File: config.mk
export PLATFORM = sky130hd
export DESIGN_NAME = sine_position_servo_loop_top
export DESIGN_NICKNAME = d
export VERILOG_FILES = /design/src/spsl_pkg.sv /design/src/spsl_sine_rom.sv /design/src/spsl_mul.sv /design/src/sine_position_servo_loop_top.sv
export SDC_FILE = /design/constraint.sdc
export NUM_CORES = 2
export LEC_CHECK = 0
export ABC_AREA = 0
export BUFFER_PORTS_ARGS = -buffer_cell sky130_fd_sc_hd__buf_4
export CAP_MARGIN = 20
export CORE_MARGIN = 2
export CORE_UTILIZATION = 57
export CTS_BUF_LIST = sky130_fd_sc_hd__clkbuf_4 sky130_fd_sc_hd__clkbuf_8
export CTS_CLUSTER_DIAMETER = 30
export DETAILED_ROUTE_END_ITERATION = 16
export GPL_TIMING_DRIVEN = 0
export HOLD_SLACK_MARGIN = 0.05
export PLACE_DENSITY_LB_ADDON = 0.2
export SLEW_MARGIN = 20
export SYNTH_ARGS = -nofsm -noshare
export SYNTH_HDL_FRONTEND = slang
export SYNTH_SLANG_ARGS = --single-unit
File: constraint.sdc
create_clock -name clk -period 24.7 [get_ports clk]
set_input_delay 6.175 -clock clk [delete_from_list [all_inputs] [get_ports clk]]
set_output_delay 6.175 -clock clk [all_outputs]
set_load 0.01 [all_outputs]
File: src/spsl_pkg.sv
// shared types, constants and the quarter-wave sine table of the sine position servo
package spsl_pkg;

  // encoder and trajectory geometry
  localparam int COUNTS_PER_TURN = 8192;
  localparam int ANGLE_W         = $clog2(COUNTS_PER_TURN);
  localparam int DELTA_W         = ANGLE_W + 2;
  localparam int SINE_DEPTH      = 256;  // power of two
  localparam int SINE_IDX_W      = $clog2(SINE_DEPTH);
  localparam int SINE_W          = 16;

  // field widths
  localparam int ACT_W    = 2;
  localparam int FID_W    = 11;
  localparam int AMP_W    = 13;
  localparam int PHASE_W  = 32;
  localparam int CYC_W    = 16;
  localparam int GAIN_W   = 16;
  localparam int WORD_W   = 16;
  localparam int TEMP_W   = 8;
  localparam int TGT_W    = 14;
  localparam int MTA_W    = 32;
  localparam int DRIVE_W  = 16;

  // multiplier operands: clamped error or amplitude, and zero-extended gain or table entry
  localparam int ERR_W       = 26;
  localparam int ERR_FULL_W  = MTA_W + 1;
  localparam int OPB_W       = GAIN_W + 1;
  localparam int PROD_W      = ERR_W + OPB_W;
  localparam int GAIN_SHIFT  = 10;
  localparam int ROUND_SHIFT = 15;

  // configuration port
  localparam int CFG_IDX_W  = 3;
  localparam int CFG_DATA_W = 32;

  // stream payload widths
  localparam int IN_USER_W  = ACT_W;
  localparam int IN_DATA_W  = 64;
  localparam int OUT_USER_W = 1;
  localparam int OUT_DATA_W = 120;
  localparam int OUT_USED_W = DRIVE_W + TGT_W + MTA_W + ANGLE_W + 2 * WORD_W + TEMP_W + 1;

  // input tdata field offsets
  localparam int IN_FID_LSB   = 0;
  localparam int IN_ANGLE_LSB = IN_FID_LSB + FID_W;
  localparam int IN_SPD_LSB   = IN_ANGLE_LSB + ANGLE_W;
  localparam int IN_TRQ_LSB   = IN_SPD_LSB + WORD_W;
  localparam int IN_TMP_LSB   = IN_TRQ_LSB + WORD_W;

  // reset values of the registers
  localparam logic [FID_W-1:0]   RST_FEEDBACK_ID = FID_W'(517);
  localparam logic [AMP_W-1:0]   RST_AMPLITUDE   = AMP_W'(569);
  localparam logic [PHASE_W-1:0] RST_PHASE_STEP  = PHASE_W'(17179869);
  localparam logic [CYC_W-1:0]   RST_CYCLE_LIMIT = CYC_W'(2000);
  localparam logic [GAIN_W-1:0]  RST_LOOP_GAIN   = GAIN_W'(9000);

  typedef enum logic [CFG_IDX_W-1:0] {
    REG_FEEDBACK_ID = 3'd0,
    REG_AMPLITUDE   = 3'd1,
    REG_PHASE_STEP  = 3'd2,
    REG_CYCLE_LIMIT = 3'd3,
    REG_LOOP_GAIN   = 3'd4
  } cfg_reg_t;

  typedef enum logic [ACT_W-1:0] {
    ACT_FEEDBACK = 2'd0,
    ACT_TICK     = 2'd1,
    ACT_START    = 2'd2
  } action_t;

  typedef enum logic {
    MUL_SINE = 1'b0,
    MUL_GAIN = 1'b1
  } mul_sel_t;

  typedef struct packed {
    logic     en;
    mul_sel_t sel;
  } mul_req_t;

  // table build: Q30 odd polynomial of degree 9, evaluated at elaboration
  localparam longint Q30 = 64'sd1 << 30;
  localparam longint K1  = 64'sd1686629713;
  localparam longint K3  = 64'sd693598668;
  localparam longint K5  = 64'sd85569306;
  localparam longint K7  = 64'sd5026994;
  localparam longint K9  = 64'sd172272;

  typedef logic [SINE_W-1:0] sine_rom_t [SINE_DEPTH];

  function automatic sine_rom_t build_sine_rom();
    sine_rom_t rom;
    longint    t;
    longint    t2;
    longint    p;
    longint    v;
    for (int i = 0; i < SINE_DEPTH; i++) begin
      t  = ((2 * longint'(i) + 1) * (Q30 / 2)) / SINE_DEPTH;
      t2 = (t * t) / Q30;
      p  = K9;
      p  = (p * t2) / Q30 - K7;
      p  = (p * t2) / Q30 + K5;
      p  = (p * t2) / Q30 - K3;
      p  = (p * t2) / Q30 + K1;
      p  = (p * t) / Q30;
      if (p < 0) p = 0;
      v = (p * 32767 + Q30 / 2) / Q30;
      if (v > 32767) v = 32767;
      rom[i] = v[SINE_W-1:0];
    end
    return rom;
  endfunction

  localparam sine_rom_t SINE_ROM = build_sine_rom();

endpackage

File: src/spsl_sine_rom.sv
// quarter-wave sine lookup with quadrant mirroring and registered read
module spsl_sine_rom (
  input  logic                        clk,
  input  logic                        en,
  input  logic [spsl_pkg::PHASE_W-1:0] phase,
  output logic [spsl_pkg::SINE_W-1:0]  entry_r,
  output logic                        neg_r
);
  import spsl_pkg::*;

  logic [SINE_IDX_W-1:0] idx;

  // index is the top bits of the phase within its quarter
  always_comb begin
    idx = phase[PHASE_W-3 -: SINE_IDX_W];
    if (phase[PHASE_W-2]) idx = ~idx;
  end

  always_ff @(posedge clk) begin
    if (en) begin
      entry_r <= SINE_ROM[idx];
      neg_r   <= phase[PHASE_W-1];
    end
  end

endmodule

File: src/spsl_mul.sv
// shared signed multiplier with operand select and registered product
module spsl_mul (
  input  logic                              clk,
  input  spsl_pkg::mul_req_t                req,
  input  logic [spsl_pkg::AMP_W-1:0]        amp,
  input  logic [spsl_pkg::SINE_W-1:0]       entry,
  input  logic signed [spsl_pkg::ERR_W-1:0] err,
  input  logic [spsl_pkg::GAIN_W-1:0]       gain,
  output logic signed [spsl_pkg::PROD_W-1:0] prod_r
);
  import spsl_pkg::*;

  logic signed [ERR_W-1:0] op_a;
  logic signed [OPB_W-1:0] op_b;

  always_comb begin
    case (req.sel)
      MUL_SINE: begin
        op_a = $signed({{(ERR_W-AMP_W){1'b0}}, amp});
        op_b = $signed({{(OPB_W-SINE_W){1'b0}}, entry});
      end
      MUL_GAIN: begin
        op_a = err;
        op_b = $signed({{(OPB_W-GAIN_W){1'b0}}, gain});
      end
      default: begin
        op_a = '0;
        op_b = '0;
      end
    endcase
  end

  always_ff @(posedge clk) begin
    if (req.en) prod_r <= op_a * op_b;
  end

endmodule

File: src/sine_position_servo_loop_top.sv
// top level of the sine position servo: state, sequencer and stream ports
//
//  channel | direction | handshake          | payload
//  --------+-----------+--------------------+------------------------------------------
//  in_     | slave     | in_tvalid/tready   | tuser action, tdata feedback fields
//  out_    | master    | out_tvalid/tready  | tuser drive_valid, tdata drive and status
//  cfg_    | slave     | cfg_valid/ready    | cfg_index register, cfg_data value
//
// feedback, start, unknown and idle-tick items go from accept through decode
// to result; a tick while running steps through lookup, sine multiply, target
// round, error clamp, gain multiply and result, both multiplies through the one
// shared multiplier; the final stop tick skips sine multiply and target round
// in_tready is high only in the idle state; one item is in work at a time
// a result waits in the output register, a stalled output holds the
// sequencer in its last step until the transaction completes
// rst_n is synchronous; cfg_ready is always high
module sine_position_servo_loop_top (
  input  logic                                clk,
  input  logic                                rst_n,
  // input stream
  input  logic                                in_tvalid,
  output logic                                in_tready,
  input  logic [spsl_pkg::IN_USER_W-1:0]      in_tuser,  // action
  // frame_id, angle_raw, speed_word, torque_word, temperature_byte
  input  logic [spsl_pkg::IN_DATA_W-1:0]      in_tdata,
  // result stream
  output logic                                out_tvalid,
  input  logic                                out_tready,
  output logic [spsl_pkg::OUT_USER_W-1:0]     out_tuser, // drive_valid
  // drive_value, target_counts, cumulative_counts, last_angle, last_speed,
  // last_torque, last_temperature, trajectory_active, zero pad
  output logic [spsl_pkg::OUT_DATA_W-1:0]     out_tdata,
  // configuration writes
  input  logic                                cfg_valid,
  output logic                                cfg_ready,
  input  logic [spsl_pkg::CFG_IDX_W-1:0]      cfg_index,
  input  logic [spsl_pkg::CFG_DATA_W-1:0]     cfg_data
);
  import spsl_pkg::*;

  typedef enum logic [5:0] {
    ST_IDLE   = 6'b000001,
    ST_DECODE = 6'b000010,
    ST_MSINE  = 6'b000100,
    ST_TARGET = 6'b001000,
    ST_ERR    = 6'b010000,
    ST_EMIT   = 6'b100000
  } state_t;

  localparam logic signed [DELTA_W-1:0] HALF_TURN = DELTA_W'(COUNTS_PER_TURN / 2);
  localparam logic signed [DELTA_W-1:0] FULL_TURN = DELTA_W'(COUNTS_PER_TURN);
  localparam logic signed [ERR_FULL_W-1:0] ERR_MAX = ERR_FULL_W'((64'sd1 <<< (ERR_W - 1)) - 1);
  localparam logic signed [ERR_FULL_W-1:0] ERR_MIN = -ERR_FULL_W'(64'sd1 <<< (ERR_W - 1));
  localparam int Q_W = PROD_W - GAIN_SHIFT;
  localparam logic signed [Q_W-1:0] DRIVE_MAX = Q_W'(32767);
  localparam logic signed [Q_W-1:0] DRIVE_MIN = -Q_W'(32768);
  localparam logic signed [PROD_W-1:0] TRUNC_BIAS = PROD_W'((1 << GAIN_SHIFT) - 1);
  localparam logic signed [PROD_W-1:0] ROUND_HALF = PROD_W'(1 << (ROUND_SHIFT - 1));

  // sequencer
  state_t state_r, state_nxt;

  // configuration registers
  logic [FID_W-1:0]   feedback_id_r;
  logic [AMP_W-1:0]   amplitude_r;
  logic [PHASE_W-1:0] phase_step_r;
  logic [CYC_W-1:0]   cycle_limit_r;
  logic [GAIN_W-1:0]  loop_gain_r;

  // servo state
  logic [ANGLE_W-1:0] prev_angle_r, prev_angle_nxt;
  logic [MTA_W-1:0]   mta_r, mta_nxt;
  logic [PHASE_W-1:0] phase_r, phase_nxt;
  logic [CYC_W-1:0]   cycles_r, cycles_nxt;
  logic               running_r, running_nxt;
  logic [WORD_W-1:0]  speed_r, speed_nxt;
  logic [WORD_W-1:0]  torque_r, torque_nxt;
  logic [TEMP_W-1:0]  temp_r, temp_nxt;

  // captured item
  logic [ACT_W-1:0]   act_r;
  logic [FID_W-1:0]   fid_r;
  logic [ANGLE_W-1:0] angle_in_r;
  logic [WORD_W-1:0]  speed_in_r;
  logic [WORD_W-1:0]  torque_in_r;
  logic [TEMP_W-1:0]  temp_in_r;

  // working registers
  logic                    drv_en_r, drv_en_nxt;
  logic signed [TGT_W-1:0] target_r, target_nxt;
  logic signed [ERR_W-1:0] err_r, err_nxt;

  // output register
  logic                  out_valid_r, out_valid_nxt;
  logic [OUT_USER_W-1:0] out_user_r, out_user_nxt;
  logic [OUT_DATA_W-1:0] out_data_r, out_data_nxt;

  // shared units
  mul_req_t                 mul_req;
  mul_req_t                 mul_req_q;
  logic                     rom_en;
  logic [SINE_W-1:0]        rom_entry;
  logic                     rom_neg;
  logic signed [PROD_W-1:0] prod;

  // gain product is taken in the cycle after the error clamp
  logic mgain_r;
  logic mul_gain_go;

  // combinational helpers
  logic signed [DELTA_W-1:0]    delta;
  logic [PHASE_W:0]             phase_sum;
  logic                         run_ok;
  logic signed [PROD_W-1:0]     mag_full;
  logic signed [TGT_W-1:0]      mag;
  logic signed [ERR_FULL_W-1:0] err_full;
  logic signed [PROD_W-1:0]     prod_adj;
  logic signed [Q_W-1:0]        quot;
  logic signed [DRIVE_W-1:0]    drive;
  logic                         out_free;

  spsl_sine_rom u_rom (
    .clk     (clk),
    .en      (rom_en),
    .phase   (phase_r),
    .entry_r (rom_entry),
    .neg_r   (rom_neg)
  );

  spsl_mul u_mul (
    .clk    (clk),
    .req    (mul_req_q),
    .amp    (amplitude_r),
    .entry  (rom_entry),
    .err    (err_r),
    .gain   (loop_gain_r),
    .prod_r (prod)
  );

  assign in_tready  = (state_r == ST_IDLE);
  assign cfg_ready  = 1'b1;
  assign out_tvalid = out_valid_r;
  assign out_tuser  = out_user_r;
  assign out_tdata  = out_data_r;
  assign out_free   = !out_valid_r || out_tready;

  // angle step folded into half a turn either way
  always_comb begin
    delta = $signed({2'b00, angle_in_r}) - $signed({2'b00, prev_angle_r});
    if (delta > HALF_TURN) delta = delta - FULL_TURN;
    else if (delta < -HALF_TURN) delta = delta + FULL_TURN;
  end

  assign phase_sum = {1'b0, phase_r} + {1'b0, phase_step_r};
  assign run_ok    = running_r && (cycles_r < cycle_limit_r);

  // target magnitude rounded from the sine product
  always_comb begin
    mag_full = (prod + ROUND_HALF) >>> ROUND_SHIFT;
    mag      = mag_full[TGT_W-1:0];
  end

  // error clamped so the gain product stays narrow; the clamp never changes
  // the saturated drive
  always_comb begin
    err_full = $signed({{(ERR_FULL_W-TGT_W){target_r[TGT_W-1]}}, target_r})
             - $signed({mta_r[MTA_W-1], mta_r});
    if (err_full > ERR_MAX) err_nxt = ERR_MAX[ERR_W-1:0];
    else if (err_full < ERR_MIN) err_nxt = ERR_MIN[ERR_W-1:0];
    else err_nxt = err_full[ERR_W-1:0];
  end

  // divide by 1024 toward zero, then saturate
  always_comb begin
    prod_adj = (prod < 0) ? prod + TRUNC_BIAS : prod;
    quot     = Q_W'(prod_adj >>> GAIN_SHIFT);
    if (quot > DRIVE_MAX) drive = DRIVE_MAX[DRIVE_W-1:0];
    else if (quot < DRIVE_MIN) drive = DRIVE_MIN[DRIVE_W-1:0];
    else drive = quot[DRIVE_W-1:0];
  end

  always_comb begin
    state_nxt      = state_r;
    prev_angle_nxt = prev_angle_r;
    mta_nxt        = mta_r;
    phase_nxt      = phase_r;
    cycles_nxt     = cycles_r;
    running_nxt    = running_r;
    speed_nxt      = speed_r;
    torque_nxt     = torque_r;
    temp_nxt       = temp_r;
    drv_en_nxt     = drv_en_r;
    target_nxt     = target_r;
    out_valid_nxt  = out_valid_r && !out_tready;
    out_user_nxt   = out_user_r;
    out_data_nxt   = out_data_r;
    rom_en         = 1'b0;
    mul_req.en     = 1'b0;
    mul_req.sel    = MUL_SINE;

    case (state_r)
      ST_IDLE: begin
        if (in_tvalid) state_nxt = ST_DECODE;
      end
      ST_DECODE: begin
        drv_en_nxt = 1'b0;
        target_nxt = '0;
        state_nxt  = ST_EMIT;
        case (act_r)
          ACT_FEEDBACK: begin
            if (fid_r == feedback_id_r) begin
              mta_nxt        = mta_r + {{(MTA_W-DELTA_W){delta[DELTA_W-1]}}, delta};
              prev_angle_nxt = angle_in_r;
              speed_nxt      = speed_in_r;
              torque_nxt     = torque_in_r;
              temp_nxt       = temp_in_r;
            end
          end
          ACT_TICK: begin
            // lookup uses the phase before this tick advances it
            rom_en      = 1'b1;
            drv_en_nxt  = running_r;
            running_nxt = run_ok;
            phase_nxt   = phase_sum[PHASE_W-1:0];
            if (run_ok && phase_sum[PHASE_W] && (cycles_r != '1))
              cycles_nxt = cycles_r + CYC_W'(1);
            if (run_ok) state_nxt = ST_MSINE;
            else if (running_r) state_nxt = ST_ERR;  // final drive, target zero
          end
          ACT_START: begin
            phase_nxt   = '0;
            cycles_nxt  = '0;
            running_nxt = 1'b1;
          end
          default: begin
          end
        endcase
      end
      ST_MSINE: begin
        mul_req.en  = 1'b1;
        mul_req.sel = MUL_SINE;
        state_nxt   = ST_TARGET;
      end
      ST_TARGET: begin
        target_nxt = rom_neg ? -mag : mag;
        state_nxt  = ST_ERR;
      end
      ST_ERR: begin
        // err_r loads here, gain product follows in the next step
        state_nxt = ST_EMIT;
      end
      ST_EMIT: begin
        if (out_free) begin
          out_valid_nxt = 1'b1;
          out_user_nxt  = drv_en_r;
          out_data_nxt  = {{(OUT_DATA_W-OUT_USED_W){1'b0}}, running_r, temp_r, torque_r,
                           speed_r, prev_angle_r, mta_r, target_r,
                           drv_en_r ? drive : {DRIVE_W{1'b0}}};
          state_nxt     = ST_IDLE;
        end
      end
      default: begin
        state_nxt = ST_IDLE;
      end
    endcase
  end

  always_ff @(posedge clk) begin
    if (!rst_n) begin
      state_r       <= ST_IDLE;
      out_valid_r   <= 1'b0;
      mgain_r       <= 1'b0;
      feedback_id_r <= RST_FEEDBACK_ID;
      amplitude_r   <= RST_AMPLITUDE;
      phase_step_r  <= RST_PHASE_STEP;
      cycle_limit_r <= RST_CYCLE_LIMIT;
      loop_gain_r   <= RST_LOOP_GAIN;
      prev_angle_r  <= '0;
      mta_r         <= '0;
      phase_r       <= '0;
      cycles_r      <= '0;
      running_r     <= 1'b0;
      speed_r       <= '0;
      torque_r      <= '0;
      temp_r        <= '0;
      drv_en_r      <= 1'b0;
    end else begin
      // the gain multiply holds the sequencer in err while it runs
      state_r       <= (state_r == ST_ERR || mgain_r) && !mgain_r ? state_r : state_nxt;
      mgain_r       <= (state_r == ST_ERR) && !mgain_r;
      out_valid_r   <= out_valid_nxt && !((state_r == ST_EMIT) && mgain_r);
      prev_angle_r  <= prev_angle_nxt;
      mta_r         <= mta_nxt;
      phase_r       <= phase_nxt;
      cycles_r      <= cycles_nxt;
      running_r     <= running_nxt;
      speed_r       <= speed_nxt;
      torque_r      <= torque_nxt;
      temp_r        <= temp_nxt;
      drv_en_r      <= drv_en_nxt;
      if (cfg_valid && cfg_ready) begin
        case (cfg_index)
          REG_FEEDBACK_ID: feedback_id_r <= cfg_data[FID_W-1:0];
          REG_AMPLITUDE:   amplitude_r   <= cfg_data[AMP_W-1:0];
          REG_PHASE_STEP:  phase_step_r  <= cfg_data[PHASE_W-1:0];
          REG_CYCLE_LIMIT: cycle_limit_r <= cfg_data[CYC_W-1:0];
          REG_LOOP_GAIN:   loop_gain_r   <= cfg_data[GAIN_W-1:0];
          default: begin
          end
        endcase
      end
    end
  end

  always_ff @(posedge clk) begin
    target_r   <= target_nxt;
    out_user_r <= out_user_nxt;
    out_data_r <= out_data_nxt;
    if (state_r == ST_ERR && !mgain_r) err_r <= err_nxt;
    if (in_tvalid && in_tready) begin
      act_r       <= in_tuser;
      fid_r       <= in_tdata[IN_FID_LSB +: FID_W];
      angle_in_r  <= in_tdata[IN_ANGLE_LSB +: ANGLE_W];
      speed_in_r  <= in_tdata[IN_SPD_LSB +: WORD_W];
      torque_in_r <= in_tdata[IN_TRQ_LSB +: WORD_W];
      temp_in_r   <= in_tdata[IN_TMP_LSB +: TEMP_W];
    end
  end

  // drive the gain multiply from the step flag
  assign mul_gain_go = mgain_r;

  // shared multiplier request: sine step from the sequencer, gain step from the flag
  always_comb begin
    mul_req_q = mul_req;
    if (mul_gain_go) begin
      mul_req_q.en  = 1'b1;
      mul_req_q.sel = MUL_GAIN;
    end
  end

endmodule

# Word-level counts from Yosys, hierarchy flattened

Memories as Yosys holds them, arrays and structs flattened. A register that Yosys moved wholly into a read port is not among the register bits.
Cells that the tools add are included.
Widths: inputs -> output; s select.

Register bits: 498
Bits in read-only memories: 4096
Input port bits: 106
Output and inout bits: 124
Word-level logic and storage cells: 131
Memories kept: 1

$add $sub $neg: 10
Multiply operators: 1
Magnitude comparators: 8
Equality and inequality tests: 17
Mux-type cells: 28
Bitwise operators: 5
Reductions and logical operators: 30

Memories:

| memory           | depth | width | rd ports | clocked after memory_dff | wr ports | RTL line            | text |
|---|---|---|---|---|---|---|---|
| (name not given) | 256   | 16    | 1        | 1                        | 0        | spsl_sine_rom.sv:21 | `entry_r <= SINE_ROM[idx];` |

Operators by type and width:

| kind                   | number |
|---|---|
| $pmux 32 s2            | 1 |
| $pmux 26 s2            | 1 |
| $mux 15                | 3 |
| $add 43x11->43 const B | 1 |
| $lt 43x1->1 const B    | 1 |
| $mul 26x17->43         | 1 |
| $mux 43                | 1 |
| $pmux 6 s6             | 1 |
| $pmux 17 s2            | 1 |
| $add 32x32->33         | 1 |
| $gt 33x16->1 const B   | 1 |
| $gt 33x26->1 const B   | 1 |
| $lt 33x16->1 const B   | 1 |
| $lt 33x26->1 const B   | 1 |
| $sub 14x32->33         | 1 |
| $add 32x32->32         | 1 |
| $mux 16                | 2 |
| $pmux 16 s2            | 1 |
| $mux 6                 | 5 |
| $add 29x16->29 const B | 1 |
| $pmux 14 s2            | 1 |
| $mux 26                | 1 |
| $add 16x1->16 const B  | 1 |
| $lt 16x16->1           | 1 |
| other kinds (37)       | 68 |

# Longest topological paths before layout

Depth in word-level cells: 6
Depth in mapped cells: 29

# By module

A second synthesis with hierarchy kept.

Cell total of the unflattened synthesis: 5475
Area total of the unflattened synthesis: 47254.1 um^2

By module, submodules not included:

| module                       | instances | cells each | area each (um^2) |
|---|---|---|---|
| sine_position_servo_loop_top | 1         | 2386       | 22854.4 |
| spsl_mul                     | 1         | 1825       | 16605.9 |
| spsl_sine_rom                | 1         | 1264       | 7793.7 |

# Least setup slack after synthesis

OpenSTA, ideal clock, no wires.

Path type: in2reg
Start point: in out_tready
End point: reg out_data_r[0] (netlist: out_tdata[0]) (enable)
Data arrival time: 11.471 ns
Data required time: 24.093 ns
Setup slack: 12.622 ns
Stages: 2
Buffers on the path: 0
Cells stage by stage: nand2b_1 -> nor2b_1

Longest elaborated chain between the ends: 2

Ends and longest elaborated chain:

| what                              | RTL line                            | text |
|---|---|---|
| start: declaration                | sine_position_servo_loop_top.sv:28  | `input logic out_tready,` |
| $logic_or 1x1->1                  | sine_position_servo_loop_top.sv:145 | `assign out_free = !out_valid_r \|\| out_tready;` |
| $reduce_and 2->1 (no source line) | --                                  |  |
| end signal: assignment            | sine_position_servo_loop_top.sv:318 | `out_data_r <= out_data_nxt;` |
| end: declaration                  | sine_position_servo_loop_top.sv:96  | `logic [OUT_DATA_W-1:0] out_data_r, out_data_nxt;` |

Every way passes these cells.
A chain may end at the register's enable or synchronous reset.

# Worst setup path in the final report

Start point: reg mgain_r
End point: reg u_mul.prod_r[41] (netlist name) (data pin)

Longest elaborated chain between the ends: 4

Ends and longest elaborated chain:

| what                                       | RTL line                            | text |
|---|---|---|
| start: declaration                         | sine_position_servo_loop_top.sv:107 | `logic mgain_r;` |
| start signal: assignment                   | sine_position_servo_loop_top.sv:290 | `mgain_r <= (state_r == ST_ERR) && !mgain_r;` |
| $mux 2 (*)                                 | sine_position_servo_loop_top.sv:336 | `if (mul_gain_go) begin` |
| $not 1->1                                  | spsl_mul.sv:17                      | `case (req.sel)` |
| $pmux 26 s2 or $pmux 17 s2 (tied branches) | spsl_mul.sv:17                      |  |
| $mul 26x17->43 (*)                         | spsl_mul.sv:34                      | `if (req.en) prod_r <= op_a * op_b;` |
| end signal: assignment                     | spsl_mul.sv:34                      |  |
| end: declaration                           | spsl_mul.sv:9                       | `output logic signed [spsl_pkg::PROD_W-1:0] prod_r` |

Every way passes the cells marked *; elsewhere a longest branch is shown, timed or not. The select of a mux whose other input is x is not followed.

==> run_results.csv <==
group,metric,value,unit
finish,final_cell_area,50200,sq um
synth,synth.largest_area_cell,"edfxtp_1",
critical_path,setup.worst_path.start_class,"flop",
sta,timing.slew.headroom,15.9,%
drt,postRouteAntennaNets,0,
sta,totalNegativeSetupSlack,0,ps
die,x_dimension_of_the_die,283,um
die,core,77200,sq um
grt,pin_count_of_the_biggest_net_entering_global_routing,44,
clocking,clockRootBuffer,"clkbuf_8",
synth,edff_count_synth,282,
drt,detail_route.wl_per_cell,23.7,um
sta,clock-skew-final,76.7,ps
finish,register_area,13100,sq um
synth,synthTopCellsByArea,"edfxtp_1 (19%), fa_1 (18%), dfxtp_1 (10%), ha_1 (7.1%), nand2_1 (6.6%)",
synth,post_synth_instance_area,44300,sq um
placed_design,hpwl,118000,um
clocking,cts_post_setup_buffers_inserted,0,
flow_run,maxCapViolations,0,
die,die_h,283,um
sta,hold_viol_final,0,
min_path,holdCritPathClass,"flop to flop",
drt,detailedRoute.firstPassIterationCount,8,
synth,ys_ff_latch,513,
drt,drt_drc_violations_left,0,
finish,multiInputGateArea,28100,sq um
sta,grt_setup_unrepaired,"false",
synth,synth_largest_type_area_fraction,19.1,%
critical_path,reg2regPathDepth,26,
critical_path,critical_path_fanouts_max,10,
die,fp.dieArea,80000,sq um
synth,synth_cells,5006,
finish,layout.cells.most_common,"nand2_1",
synth,synth_sequential_area_ratio,29.5,%
clocking,cts_repair_resize_count,0,
pwr,pwr_density_cell,53.6,nW/um^2
drt,num_vias,39579,
finish,finalNetCount,6121,
grt,grt_overflow_total,0,
clocking,cts_tree,"done",
finish,layout.filler_cells,6496,
clocking,htree_levels,3,
clocking,cts_hold_repair.buffers,0,
drt,vias_per_cell,6.10,
clocking,clock_path_buffers,3,
synth,synth.avg_cell_area,8.85,sq um
die,io_pins,230,
sta,timing.final.crit_period,9360,ps
sta,layout_worst_path_cycle_share,37.9,%
placed_design,io_buffers,224,
clocking,cts_made_buffers,109,
critical_path,worst_r2r_startpoint,"mgain_r$_SDFF_PN0_",
run_status,run_status,"finished, final reports clean",
min_path,hold_depth,0,
finish,layout-drive-gt1-share,9.20,%
clocking,clk_pin_slew_worst_paths,60,ps
min_path,critical_hold_path_startpoint,"speed_r[4]$_SDFFE_PN0P_",
sta,fmax,107,MHz
finish,layout.cells.most_common_list,"nand2_1 (775), inv_1 (570), fa_1 (409), nor2_1 (331), a21oi_1 (300)",
placed_design,gp_congestion,1.10,
grt,grt_pass1_wl,231000,um
pwr,power,2.69,mW
synth,postSynth.asyncResetShare,0,%
critical_path,crit_arrival,9780,ps
grt,antenna_found_initial,5,
sta,worst_pin_slew,1250,ps
clocking,clock_latency,760,ps
critical_path,worstSetupEndpointType,"flop",
grt,grt_pass1_vias,39152,
clocking,cts.sink_count,513,
die,placement_rows,102,
sta,final_max_slew_viol_count,0,
drt,totalWireLength,154000,um
critical_path,setup.worst_path.class,"flop to flop",
sta,setup_viol,0,
critical_path,cp.required,25120,ps
synth,warnings_from_yosys,0,
synth,synth_cell_types,87,
pwr,vdd_drop_max,77.7,uV
pwr,power_leakage,21.3,nW
finish,flow.area_growth_from_synthesis,13.3,%
critical_path,worst_r2r_endpoint,"u_mul.prod_r[41]$_DFFE_PP_",
placed_design,post_dp_cell_area,47500,sq um
finish,layout.core_utilization,65.0,%
die,start_util,57.4,%
critical_path,worst-r2r-setup-slack,15340,ps
drt,drt_iter0_markers,4146,
synth,synth-main-ff-cell,"edfxtp_1",
min_path,hold_end,"out_tdata[79]$_DFFE_PP_",
grt,globalRouteTotalUtil,38.4,%
stage by stage:
step,hold slack [ps],setup slack (ps),instances
after CTS,424,15480,6486
after detailed placement,415,15570,6281
final,424,15340,6493
after global routing,437,14870,6490
after global placement,411,9650,6273
after floorplan,408,12620,5009
flip-flops by register name (all words and copies together) (netlist names), 14 cells and up:
register / count
loop_gain_r: 16
cycles_r: 16
speed_r: 16
u_rom.entry_r: 15
err_r: 26
mta_r: 32
phase_r: 32
target_r: 14
out_tdata: 116
u_mul.prod_r: 43
torque_r: 16
speed_in_r: 16
torque_in_r: 16
phase_step_r: 32
cycle_limit_r: 16
worst max-delay path by stage:
stage                  startpoint                           to  slack (ps)
3_3_place_gp           out_tready  out_tdata[15]$_SDFFCE_PP0P_        9650
6_report       mgain_r$_SDFF_PN0_   u_mul.prod_r[41]$_DFFE_PP_       15340
2_1_floorplan          out_tready   out_tdata[0]$_SDFFCE_PN0P_       12620
4_1_cts        mgain_r$_SDFF_PN0_   u_mul.prod_r[41]$_DFFE_PP_       15480
5_1_grt        mgain_r$_SDFF_PN0_   u_mul.prod_r[41]$_DFFE_PP_       14870
3_5_place_dp   mgain_r$_SDFF_PN0_   u_mul.prod_r[41]$_DFFE_PP_       15570
layer usage:
metal  share of wire, %  global-route usage [%]
met5              0.081                   0.611
met4                5.7                    19.3
met2                 44                    59.4
met1                 40                    50.1
met3                 11                    9.72
cells in the mapped netlist (64+ instances only):
cell type / n
edfxtp_1: 282
nor3_1: 64
nor2_1: 333
a21oi_1: 300
dfxtp_1: 231
ha_1: 252
inv_1: 570
a21o_1: 66
clkbuf_1: 242
fa_1: 409
xnor2_1: 126
and3_1: 120
xor2_1: 84
a21boi_0: 70
nand3_1: 109
nand2_1: 775
o21ai_0: 223
kinds of logic after synthesis:
family	count (synthesis)	share of synthesized area [%]
and+or+nand+nor	1662	16.9
buffers and inverters	850	7.26
AOI/OAI and AO/OA	1052	15.1
xor gates and xnor gates	210	4.15
DFF	513	29.5
adders and majority gates	661	25.6
other	2	0.0169
muxes	56	1.38
cell type report:
type / instances / area share (%)
timing repair buffer: 234 / 3.68
tap: 1040 / 2.59
buffer: 274 / 2.11
clock inverter: 69 / 1.82
clock buffer: 136 / 3.52
sequential: 513 / 26.1
multi-input combinational: 3646 / 55.9
antenna: 5 / 0.0249
inverter: 576 / 4.31
where the power goes:
part,internal [mW],leakage [nW],switching (mW)
clock,0.639,1.35,0.439
sequential,0.944,4.48,0.0135
combinational,0.251,15.5,0.404
total,1.83,21.3,0.856
worst max-delay path, stage by stage (launching register included):
cell and delay (ps):
dfxtp_1 310, clkbuf_1 370, buf_1 540, clkbuf_1 470, mux2i_1 930, nor2_1 180
fa_1 550, inv_1 50, fa_1 470, inv_1 50, fa_1 540, fa_1 540
fa_1 550, inv_1 50, fa_1 530, inv_1 40, ha_1 350, a211oi_1 260
o21bai_1 130, o31ai_1 220, o21ai_0 120, a31oi_1 470, o21ai_0 270, nor4_1 320
o31ai_1 180, o41ai_1 330, xnor2_1 170
Power figures use the tool's default switching activity.
